`config.mk`:
```
export PLATFORM = sky130hd
export DESIGN_NAME = cartridge_mapper_with_a12_irq_unit
export DESIGN_NICKNAME = d
export VERILOG_FILES = /design/src/rtl/core/cmirq_pkg.sv /design/src/rtl/core/cartridge_mapper_with_a12_irq_unit.sv /design/src/rtl/core/cmirq_map.sv /design/src/rtl/core/cmirq_irq.sv
export SDC_FILE = /design/constraint.sdc
export NUM_CORES = 1
export LEC_CHECK = 0
export ABC_AREA = 1
export BUFFER_PORTS_ARGS = -buffer_cell sky130_fd_sc_hd__buf_4
export CORE_AREA = 2 2 198 239
export DETAILED_ROUTE_END_ITERATION = 10
export DIE_AREA = 0 0 200 241
export GPL_TIMING_DRIVEN = 0
export PLACE_DENSITY_LB_ADDON = 0.12
export SYNTH_ARGS = -nofsm -noshare
export SYNTH_HDL_FRONTEND = slang
export SYNTH_SLANG_ARGS = --single-unit
export TNS_END_PERCENT = 20
```
`constraint.sdc`:
```
create_clock -name clk_i -period 3.5 [get_ports clk_i]
set_input_delay 0 -clock clk_i [delete_from_list [all_inputs] [get_ports clk_i]]
set_output_delay 0 -clock clk_i [all_outputs]
set_load 0.01 [all_outputs]
```
`src/rtl/core/cmirq_pkg.sv`:
```
// Shared types and constants for the cartridge mapper with A12 interrupt.
// Used by cmirq_map, cmirq_irq and the top level; no dependencies.
`timescale 1ns / 1ps

package cmirq_pkg;

  // PRG ROM size in bytes; a power of two, 65536 to 524288
  localparam int unsigned PrgBytes  = 262144;
  // the A12 low span, in dot_count units, must exceed this to clock the counter
  localparam int unsigned A12LowMin = 9;

  localparam int RomW   = 23;
  localparam int ExromW = 23;
  localparam int BankW  = 6;
  localparam int CycleW = 32;

  // banked PRG addresses are at most 19 bits before wrapping
  localparam logic [18:0] PrgMask      = 19'(PrgBytes - 1);
  localparam logic [BankW-1:0] ChrFixedBank = 6'h3d;

  typedef enum logic [1:0] {
    MODE_CPU_READ  = 2'd0,
    MODE_CPU_WRITE = 2'd1,
    MODE_PPU_ADDR  = 2'd2,
    MODE_DOT_TICK  = 2'd3
  } mode_e;

  typedef enum logic [2:0] {
    SRC_NONE  = 3'd0,
    SRC_PRG   = 3'd1,
    SRC_EXROM = 3'd2,
    SRC_OPEN  = 3'd3,
    SRC_CHR   = 3'd4
  } src_e;

  // CPU write register, from address bits 14..12
  typedef enum logic [2:0] {
    WR_LATCH      = 3'd0,
    WR_RELOAD     = 3'd1,
    WR_DISABLE    = 3'd2,
    WR_ENABLE     = 3'd3,
    WR_EXROM_SHIFT = 3'd4,
    WR_AUTO_INC   = 3'd5,
    WR_BANK_LO    = 3'd6,
    WR_BANK_HI    = 3'd7
  } wreg_e;

  // bank register select, from data bits 7..6
  typedef enum logic [1:0] {
    BSEL_6000 = 2'd0,
    BSEL_8000 = 2'd1,
    BSEL_A000 = 2'd2,
    BSEL_CHR  = 2'd3
  } bsel_e;

  typedef struct packed {
    mode_e              mode;
    logic [15:0]        cpu_address;
    logic [7:0]         write_data;
    logic [13:0]        ppu_addr;
    logic [CycleW-1:0]  dot_count;
  } item_t;

endpackage

```
`src/rtl/core/cartridge_mapper_with_a12_irq_unit.sv`:
```
// Cartridge mapper with A12 scanline interrupt, top level.
// Each input transfer is held in an input register, then its result in a
// result register; throughput one item per cycle while the output is not
// stalled, set by the single decode/update pass between the two registers.
// Reset clears all mapper and interrupt state and empties both registers. Depends on cmirq_pkg.
`timescale 1ns / 1ps

module cartridge_mapper_with_a12_irq_unit import cmirq_pkg::*; (
  input  logic        clk_i,
  input  logic        rst_ni,
  input  logic        s_axis_tvalid,
  output logic        s_axis_tready,
  // [15:0] cpu_address, [23:16] write_data, [37:24] ppu_addr,
  // [69:38] dot_count, [71:70] zero
  input  logic [71:0] s_axis_tdata,
  // [1:0] mode
  input  logic [1:0]  s_axis_tuser,
  output logic        m_axis_tvalid,
  input  logic        m_axis_tready,
  // [22:0] rom_address, [23] irq_raise, [24] irq_clear, [31:25] zero
  output logic [31:0] m_axis_tdata,
  // [2:0] read_source
  output logic [2:0]  m_axis_tuser
);

  logic            in_valid_q;
  item_t           in_item_q;
  logic            out_valid_q;
  src_e            out_src_q;
  logic [RomW-1:0] out_rom_q;
  logic            out_raise_q;
  logic            out_clr_q;

  logic            advance;
  src_e            map_src;
  logic [RomW-1:0] map_rom;
  logic            irq_raise;
  logic            irq_clear;

  // the item in the input register moves on whenever the result slot frees
  assign advance       = in_valid_q && (!out_valid_q || m_axis_tready);
  assign s_axis_tready = !in_valid_q || advance;

  always_ff @(posedge clk_i or negedge rst_ni) begin
    if (!rst_ni) begin
      in_valid_q <= 1'b0;
    end else if (s_axis_tready) begin
      in_valid_q <= s_axis_tvalid;
    end
  end

  always_ff @(posedge clk_i) begin
    if (s_axis_tvalid && s_axis_tready) begin
      in_item_q.mode        <= mode_e'(s_axis_tuser);
      in_item_q.cpu_address <= s_axis_tdata[15:0];
      in_item_q.write_data  <= s_axis_tdata[23:16];
      in_item_q.ppu_addr    <= s_axis_tdata[37:24];
      in_item_q.dot_count   <= s_axis_tdata[69:38];
    end
  end

  cmirq_map u_map (
    .clk_i         (clk_i),
    .rst_ni        (rst_ni),
    .en_i          (advance),
    .item_i        (in_item_q),
    .read_source_o (map_src),
    .rom_address_o (map_rom)
  );

  cmirq_irq u_irq (
    .clk_i       (clk_i),
    .rst_ni      (rst_ni),
    .en_i        (advance),
    .item_i      (in_item_q),
    .irq_raise_o (irq_raise),
    .irq_clear_o (irq_clear)
  );

  always_ff @(posedge clk_i or negedge rst_ni) begin
    if (!rst_ni) begin
      out_valid_q <= 1'b0;
    end else if (advance) begin
      out_valid_q <= 1'b1;
    end else if (m_axis_tready) begin
      out_valid_q <= 1'b0;
    end
  end

  always_ff @(posedge clk_i) begin
    if (advance) begin
      out_src_q   <= map_src;
      out_rom_q   <= map_rom;
      out_raise_q <= irq_raise;
      out_clr_q   <= irq_clear;
    end
  end

  assign m_axis_tvalid = out_valid_q;
  assign m_axis_tdata  = {7'd0, out_clr_q, out_raise_q, out_rom_q};
  assign m_axis_tuser  = out_src_q;

  a_advance_needs_room: assert property (@(posedge clk_i) disable iff (!rst_ni)
    advance |-> in_valid_q && (!out_valid_q || m_axis_tready))
    else $error("item advanced over an unread result");

endmodule

```
`src/rtl/core/cmirq_map.sv`:
```
// Address mapper: bank registers, EXROM serial pointer and CPU/PPU decode.
// Depends on cmirq_pkg.
`timescale 1ns / 1ps

module cmirq_map import cmirq_pkg::*; (
  input  logic            clk_i,
  input  logic            rst_ni,
  input  logic            en_i,
  input  item_t           item_i,
  output src_e            read_source_o,
  output logic [RomW-1:0] rom_address_o
);

  localparam logic [15:0] OpenBase  = 16'h4100;
  localparam logic [15:0] ExromBase = 16'h4800;
  localparam logic [15:0] PrgLoBase = 16'h5000;
  localparam logic [15:0] BankBase  = 16'h6000;
  localparam logic [18:0] PrgLoOffs = 19'h4000;
  localparam logic [BankW-1:0] BankD000 = 6'd3;
  localparam logic [BankW-1:0] BankE000 = 6'd4;

  logic [BankW-1:0]  bank_6000_q, bank_6000_d;
  logic [BankW-1:0]  bank_8000_q, bank_8000_d;
  logic [BankW-1:0]  bank_a000_q, bank_a000_d;
  logic [BankW-1:0]  chr_bank_q, chr_bank_d;
  logic [ExromW-1:0] exrom_ptr_q, exrom_ptr_d;
  logic              auto_inc_q, auto_inc_d;

  logic [BankW-1:0]  prg_bank;
  logic              use_prg;
  logic              fetch;
  logic [15:0]       addr;

  assign addr = item_i.cpu_address;

  always_comb begin
    bank_6000_d   = bank_6000_q;
    bank_8000_d   = bank_8000_q;
    bank_a000_d   = bank_a000_q;
    chr_bank_d    = chr_bank_q;
    exrom_ptr_d   = exrom_ptr_q;
    auto_inc_d    = auto_inc_q;
    read_source_o = SRC_NONE;
    rom_address_o = '0;
    prg_bank      = '0;
    use_prg       = 1'b0;
    fetch         = 1'b0;

    unique case (item_i.mode)
      MODE_CPU_READ: begin
        if (addr >= OpenBase) begin
          priority if (addr < ExromBase) begin
            read_source_o = SRC_OPEN;
          end else if (addr < PrgLoBase) begin
            read_source_o = SRC_EXROM;
            fetch         = 1'b1;
          end else if (addr < BankBase) begin
            read_source_o = SRC_PRG;
            rom_address_o = RomW'((19'(addr) - PrgLoOffs) & PrgMask);
          end else begin
            read_source_o = SRC_PRG;
            use_prg       = 1'b1;
            unique case (addr[15:13])
              3'd3: prg_bank = bank_6000_q;
              3'd4: prg_bank = bank_8000_q;
              3'd5: prg_bank = bank_a000_q;
              3'd6: begin
                if (addr[12]) begin
                  prg_bank = BankD000;
                end else begin
                  read_source_o = SRC_EXROM;
                  use_prg       = 1'b0;
                  fetch         = 1'b1;
                end
              end
              3'd7: prg_bank = BankE000;
              default: use_prg = 1'b0;
            endcase
          end
        end
      end
      MODE_CPU_WRITE: begin
        if (addr[15]) begin
          unique case (wreg_e'(addr[14:12]))
            WR_EXROM_SHIFT: exrom_ptr_d = {exrom_ptr_q[ExromW-2:0], item_i.write_data[7]};
            WR_AUTO_INC:    auto_inc_d  = item_i.write_data[1];
            WR_BANK_LO, WR_BANK_HI: begin
              unique case (bsel_e'(item_i.write_data[7:6]))
                BSEL_6000: bank_6000_d = item_i.write_data[5:0];
                BSEL_8000: bank_8000_d = item_i.write_data[5:0];
                BSEL_A000: bank_a000_d = item_i.write_data[5:0];
                BSEL_CHR:  chr_bank_d  = item_i.write_data[5:0];
                default: ;
              endcase
            end
            default: ;  // interrupt registers live in cmirq_irq
          endcase
        end
      end
      MODE_PPU_ADDR: begin
        if (!item_i.ppu_addr[13]) begin
          read_source_o = SRC_CHR;
          if (item_i.ppu_addr[12]) begin
            rom_address_o = RomW'({ChrFixedBank, item_i.ppu_addr[11:0]});
          end else begin
            rom_address_o = RomW'({chr_bank_q, item_i.ppu_addr[11:0]});
          end
        end
      end
      default: ;
    endcase

    if (use_prg) begin
      rom_address_o = RomW'({prg_bank, addr[12:0]} & PrgMask);
    end
    if (fetch) begin
      rom_address_o = RomW'(exrom_ptr_q);
      if (auto_inc_q) begin
        exrom_ptr_d = exrom_ptr_q + 1'b1;
      end
    end
  end

  always_ff @(posedge clk_i or negedge rst_ni) begin
    if (!rst_ni) begin
      bank_6000_q <= '0;
      bank_8000_q <= '0;
      bank_a000_q <= '0;
      chr_bank_q  <= '0;
      exrom_ptr_q <= '0;
      auto_inc_q  <= 1'b0;
    end else if (en_i) begin
      bank_6000_q <= bank_6000_d;
      bank_8000_q <= bank_8000_d;
      bank_a000_q <= bank_a000_d;
      chr_bank_q  <= chr_bank_d;
      exrom_ptr_q <= exrom_ptr_d;
      auto_inc_q  <= auto_inc_d;
    end
  end

  // CHR addresses only come from PPU events
  a_chr_from_ppu: assert property (@(posedge clk_i) disable iff (!rst_ni)
    read_source_o == SRC_CHR |-> item_i.mode == MODE_PPU_ADDR)
    else $error("CHR source outside a PPU address event");

endmodule

```
`src/rtl/core/cmirq_irq.sv`:
```
// Scanline interrupt: qualified A12 rising-edge filter, 8-bit counter and
// two-tick raise delay. Depends on cmirq_pkg.
`timescale 1ns / 1ps

module cmirq_irq import cmirq_pkg::*; (
  input  logic  clk_i,
  input  logic  rst_ni,
  input  logic  en_i,
  input  item_t item_i,
  output logic  irq_raise_o,
  output logic  irq_clear_o
);

  logic [7:0]        counter_q, counter_d;
  logic [7:0]        latch_q, latch_d;
  logic              enabled_q, enabled_d;
  logic              reload_q, reload_d;
  logic [1:0]        delay_q, delay_d;
  logic [CycleW-1:0] low_start_q, low_start_d;
  logic              prev_a12_q, prev_a12_d;
  logic              low_seen_q, low_seen_d;

  logic              cur_a12;
  logic [CycleW-1:0] low_span;
  logic              wr_hit;
  wreg_e             wr_sel;
  logic [7:0]        counter_next;

  assign cur_a12  = item_i.ppu_addr[12];
  assign low_span = item_i.dot_count - low_start_q;  // wraps modulo 2^32
  assign wr_hit   = (item_i.mode == MODE_CPU_WRITE) && item_i.cpu_address[15];
  assign wr_sel   = wreg_e'(item_i.cpu_address[14:12]);
  assign irq_clear_o = wr_hit && (wr_sel == WR_DISABLE);

  // value the counter takes when clocked by a qualified A12 rise
  assign counter_next = (reload_q || counter_q == 8'd0) ? latch_q : counter_q - 8'd1;

  always_comb begin
    counter_d   = counter_q;
    latch_d     = latch_q;
    enabled_d   = enabled_q;
    reload_d    = reload_q;
    delay_d     = delay_q;
    low_start_d = low_start_q;
    prev_a12_d  = prev_a12_q;
    low_seen_d  = low_seen_q;
    irq_raise_o = 1'b0;

    unique case (item_i.mode)
      MODE_CPU_WRITE: begin
        if (wr_hit) begin
          unique case (wr_sel)
            WR_LATCH:   latch_d  = item_i.write_data;
            WR_RELOAD:  reload_d = 1'b1;
            WR_DISABLE: begin
              enabled_d = 1'b0;
              counter_d = '0;
              reload_d  = 1'b0;
              delay_d   = '0;
            end
            WR_ENABLE:  enabled_d = 1'b1;
            default: ;  // mapper registers live in cmirq_map
          endcase
        end
      end
      MODE_PPU_ADDR: begin
        if (!cur_a12 && (prev_a12_q || !low_seen_q)) begin
          low_start_d = item_i.dot_count;
          low_seen_d  = 1'b1;
        end
        if (!prev_a12_q && cur_a12) begin
          if (low_seen_q && low_span > CycleW'(A12LowMin)) begin
            counter_d = counter_next;
            reload_d  = 1'b0;
            if (enabled_q && counter_next == 8'd0) begin
              delay_d = 2'd2;
            end
          end
          low_seen_d = 1'b0;
        end
        prev_a12_d = cur_a12;
      end
      MODE_DOT_TICK: begin
        if (delay_q != 2'd0) begin
          delay_d     = delay_q - 2'd1;
          irq_raise_o = (delay_q == 2'd1);
        end
      end
      default: ;
    endcase
  end

  always_ff @(posedge clk_i or negedge rst_ni) begin
    if (!rst_ni) begin
      counter_q   <= '0;
      latch_q     <= '0;
      enabled_q   <= 1'b0;
      reload_q    <= 1'b0;
      delay_q     <= '0;
      low_start_q <= '0;
      prev_a12_q  <= 1'b0;
      low_seen_q  <= 1'b0;
    end else if (en_i) begin
      counter_q   <= counter_d;
      latch_q     <= latch_d;
      enabled_q   <= enabled_d;
      reload_q    <= reload_d;
      delay_q     <= delay_d;
      low_start_q <= low_start_d;
      prev_a12_q  <= prev_a12_d;
      low_seen_q  <= low_seen_d;
    end
  end

  a_delay_range: assert property (@(posedge clk_i) disable iff (!rst_ni)
    delay_q != 2'd3)
    else $error("raise delay out of range");

  a_raise_on_tick: assert property (@(posedge clk_i) disable iff (!rst_ni)
    irq_raise_o |-> item_i.mode == MODE_DOT_TICK && delay_q == 2'd1)
    else $error("interrupt raised outside a dot tick");

  a_disable_clears: assert property (@(posedge clk_i) disable iff (!rst_ni)
    en_i && irq_clear_o |=> !enabled_q && delay_q == 2'd0 && counter_q == 8'd0)
    else $error("acknowledge write left interrupt state behind");

endmodule
```
==> results.toml <==
[cts]
cts_num_sinks = 201
ctsResizeCount = 0
cts_tree = "yes"
path_clk_slew_ns = 0.06
h-tree-depth = 1
cts-root-buf = "clkbuf_16"
clkLatencyLatePin_ns = 0.55
clock_path_buffers = 3
cts_buffers = 27

[worst_setup_path]
cp.arrival_ns = 3.45
reg2reg_from = "in_item_q[0]"
cp-start-kind = "flop"
cp_max_fo = 10
startpoint = "in_item_q[0]"
crit_required_ns = 3.93
crit_type = "flop to flop"
r2r_setup_slack_ns = 0.48
end_kind = "flop"

[placed_design]
dp_hpwl_microns = 26100
preCtsSetupSlack_ns = 0.420
dp.cells = 2149
place_congestion = 0.863
port_buffers = 105

[sta]
fin_crit_sh_pct = 86.3
rsz0062_at_grt = "no"
hold_viol = 0
tightest_slew_ns = 1.20
max_freq_mhz = 331
fin_crit_ns = 3.02
clock-skew-final_ns = 0.0147
worst_slack_ns = 0.478
drv_slew = 0
setup_viol = 0
fin_setup_tns_ns = 0
hold_ws_ns = 0.00744
slew_headroom_pct = 19.6

[detailed_routing]
dr.pass1.iters = 5
drt_wl_total_microns = 35100
vias_per_cell = 4.38
vias = 9954
dr.first_iter.drc_count = 508
ant_nets = 0
wire_per_inst_microns = 15.4
drcViolationCount = 0

[cells_and_area]
post_route_cells_drive_above_1_share_pct = 12.2
area_growth_pct = 29.7
finalNonFillerCells = 2274
diodes = 0
fin_util_pct = 32.3
final_nets = 1755
fillers = 4856

[global_routing]
grt_max_degree = 83
first_global_vias = 10300
antenna_found_initial = 0
track_usage_pct = 14.8
grt_pass1_wl_microns = 55500
grt.overflow.total = 0

[yosys]
synthTopCellsByArea = "edfxtp_1 26%, dfrtp_1 22%, nand2_1 12%"
synth-seq-cells = 201
synth_common_cells = "364 x nand2_1, 209 x inv_1, 161 x nor2_1"
ys.warnings.count = 0
avgSynthCellArea_sq_um = 8.02
ys_async_sr_fraction_pct = 50.2
synth_edf_count = 100
syn_inst = 1419
synth.most_common_cell = "nand2_1"
ys_types = 51
yosysSeqAreaShare_pct = 48.6
yosys.area.top_type = "edfxtp_1"
synth_top_area_share_pct = 26.4
yosys_most_used_dff = "dfrtp_1"
syn_area_sq_um = 11400

[floorplan]
ioPinCount = 115
initial_core_util_pct = 24.9
design.die.area_sq_um = 48200
core-area_sq_um = 45700
die_w_microns = 200
rows = 86
die_y_microns = 241

[flow_run]
maxCapViolCount = 0

[pwr]
p_sw_mw = 4.07
p_per_area_nw_per_um2 = 710
internal_power_mw = 6.41
p_leak_nw = 6.82
p_comb_share_pct = 39.0
switching_share_pct = 38.8
vdd_drop_max_v = 0.000361
clock_power_share_pct = 28.6
seqPwrFrac_pct = 32.4

[worst_hold_path]
worstHoldPathType = "primary input to async pin"

[run_status]
status = "finished, final reports clean"
==> sequential cells by signal, summed over array words and instances, names as in the netlist, 2 cells and up <==
signal and flops:
u_irq.delay_q 2, u_irq.low_start_q 32, u_map.bank_8000_q 5, u_irq.counter_q 8, u_map.bank_6000_q 5, u_map.exrom_ptr_q 23, u_irq.latch_q 8, in_item_q 72
out_rom_q 23, u_map.chr_bank_q 6, u_map.bank_a000_q 5, m_axis_tuser 3
==> worst max-delay path, cell delays in order (launching register included) <==
cell	delay (ns)
edfxtp_1	0.32
inv_1	0.05
ha_1	0.22
fa_1	0.41
inv_1	0.15
nand2_1	0.07
nand2_1	0.06
nand3_1	0.08
nand2_1	0.15
nand2_1	0.08
nand3_1	0.07
nand2_1	0.05
nor2_1	0.10
nand2_1	0.05
nor2_1	0.19
nand2_1	0.08
nor2_1	0.10
nand3_1	0.15
nand2_2	0.12
nand2_4	0.07
buf_6	0.15
nand4_1	0.09
nand2_1	0.07
==> final cells by class <==
| type | count | area [sq um] | share of cell area, % |
|---|---|---|---|
| Multi-Input combinational cell | 971 | 4880 | 33.1 |
| Timing Repair Buffer | 184 | 1620 | 11.0 |
| Buffer | 37 | 186 | 1.26 |
| Clock inverter | 16 | 230 | 1.56 |
| Clock buffer | 33 | 728 | 4.93 |
| Inverter | 216 | 813 | 5.51 |
| Sequential cell | 201 | 5530 | 37.5 |
| Tap cell | 616 | 771 | 5.22 |
==> repair_timing <==
item / CTS / global route
hold buffers: 76 / 0
hold endpoints to repair: 175 / 0
setup buffers: 0 / 0
==> per-stage QoR <==
| step | power, mW | area, sq um |
|---|---|---|
| detailed placement | 7.50 | 13000 |
| global route | 11.4 | 14800 |
| CTS | 10.7 | 14800 |
| floorplan | 6.29 | 11400 |
| global placement | 7.49 | 13000 |
| finish | 10.5 | 14800 |
==> cell usage in the layout (no fill, tap or decap), types with 5 or more instances in the layout <==
cell,Yosys,routed
nand2_1,364,364
inv_1,209,208
nor2_1,161,161
buf_4,9,113
o21ai_0,111,111
dfrtp_1,101,101
edfxtp_1,100,100
a21oi_1,76,76
dlygate4sd3_1,0,76
nand3_1,54,54
ha_1,38,38
clkbuf_16,0,27
clkbuf_1,22,24
nand4_1,23,23
xor2_1,13,13
o22ai_1,12,12
nor3_1,11,11
nand3b_1,10,10
o211ai_1,10,10
a22o_1,9,9
nand2_2,9,9
nor2_2,7,7
clkinv_1,3,7
conb_1,1,7
a221oi_1,6,6
bufinv_16,0,6
o21ai_1,5,5
nand3_2,5,5
==> power by group through the flow <==
stage          clock network, mW  registers (mW)  logic [mW]
2_1_floorplan                  0            3.35        2.93
3_3_place_gp                   0            3.45        4.04
3_5_place_dp                   0            3.44        4.07
4_1_cts                     3.12            3.40        4.16
5_1_grt                     3.22            3.47        4.72
6_report                    3.00            3.40        4.09
==> cell families after synthesis <==
group | Yosys count | share of synthesized area, %
adder cells (fa/ha/maj) | 39 | 4.35
XOR/XNOR | 15 | 1.15
AND/OR/NAND/NOR | 661 | 24.7
AO/OA/AOI/OAI | 247 | 12.2
multiplexers | 2 | 0.198
buffers and inverters | 253 | 8.75
other | 1 | 0.0329
flip-flops | 201 | 48.6
==> per-layer routing <==
layer / track usage, % / share of wire, %
met1: 17.0 / 42
met2: 27.7 / 51
met3: 2.15 / 3.7
met4: 5.07 / 2.9
met5: 0 / 0
==> worst paths after layout <==
kind,end,cells after the start
max,u_irq.counter_q[4],22
min,u_irq.low_start_q[3],3
max reg2reg,u_irq.counter_q[4],22
min reg2reg,u_irq.reload_q,2
max in group asynchronous,u_irq.low_start_q[21],3
min in group clk_i,in_item_q[62],2
Power figures use the tool's default switching activity.
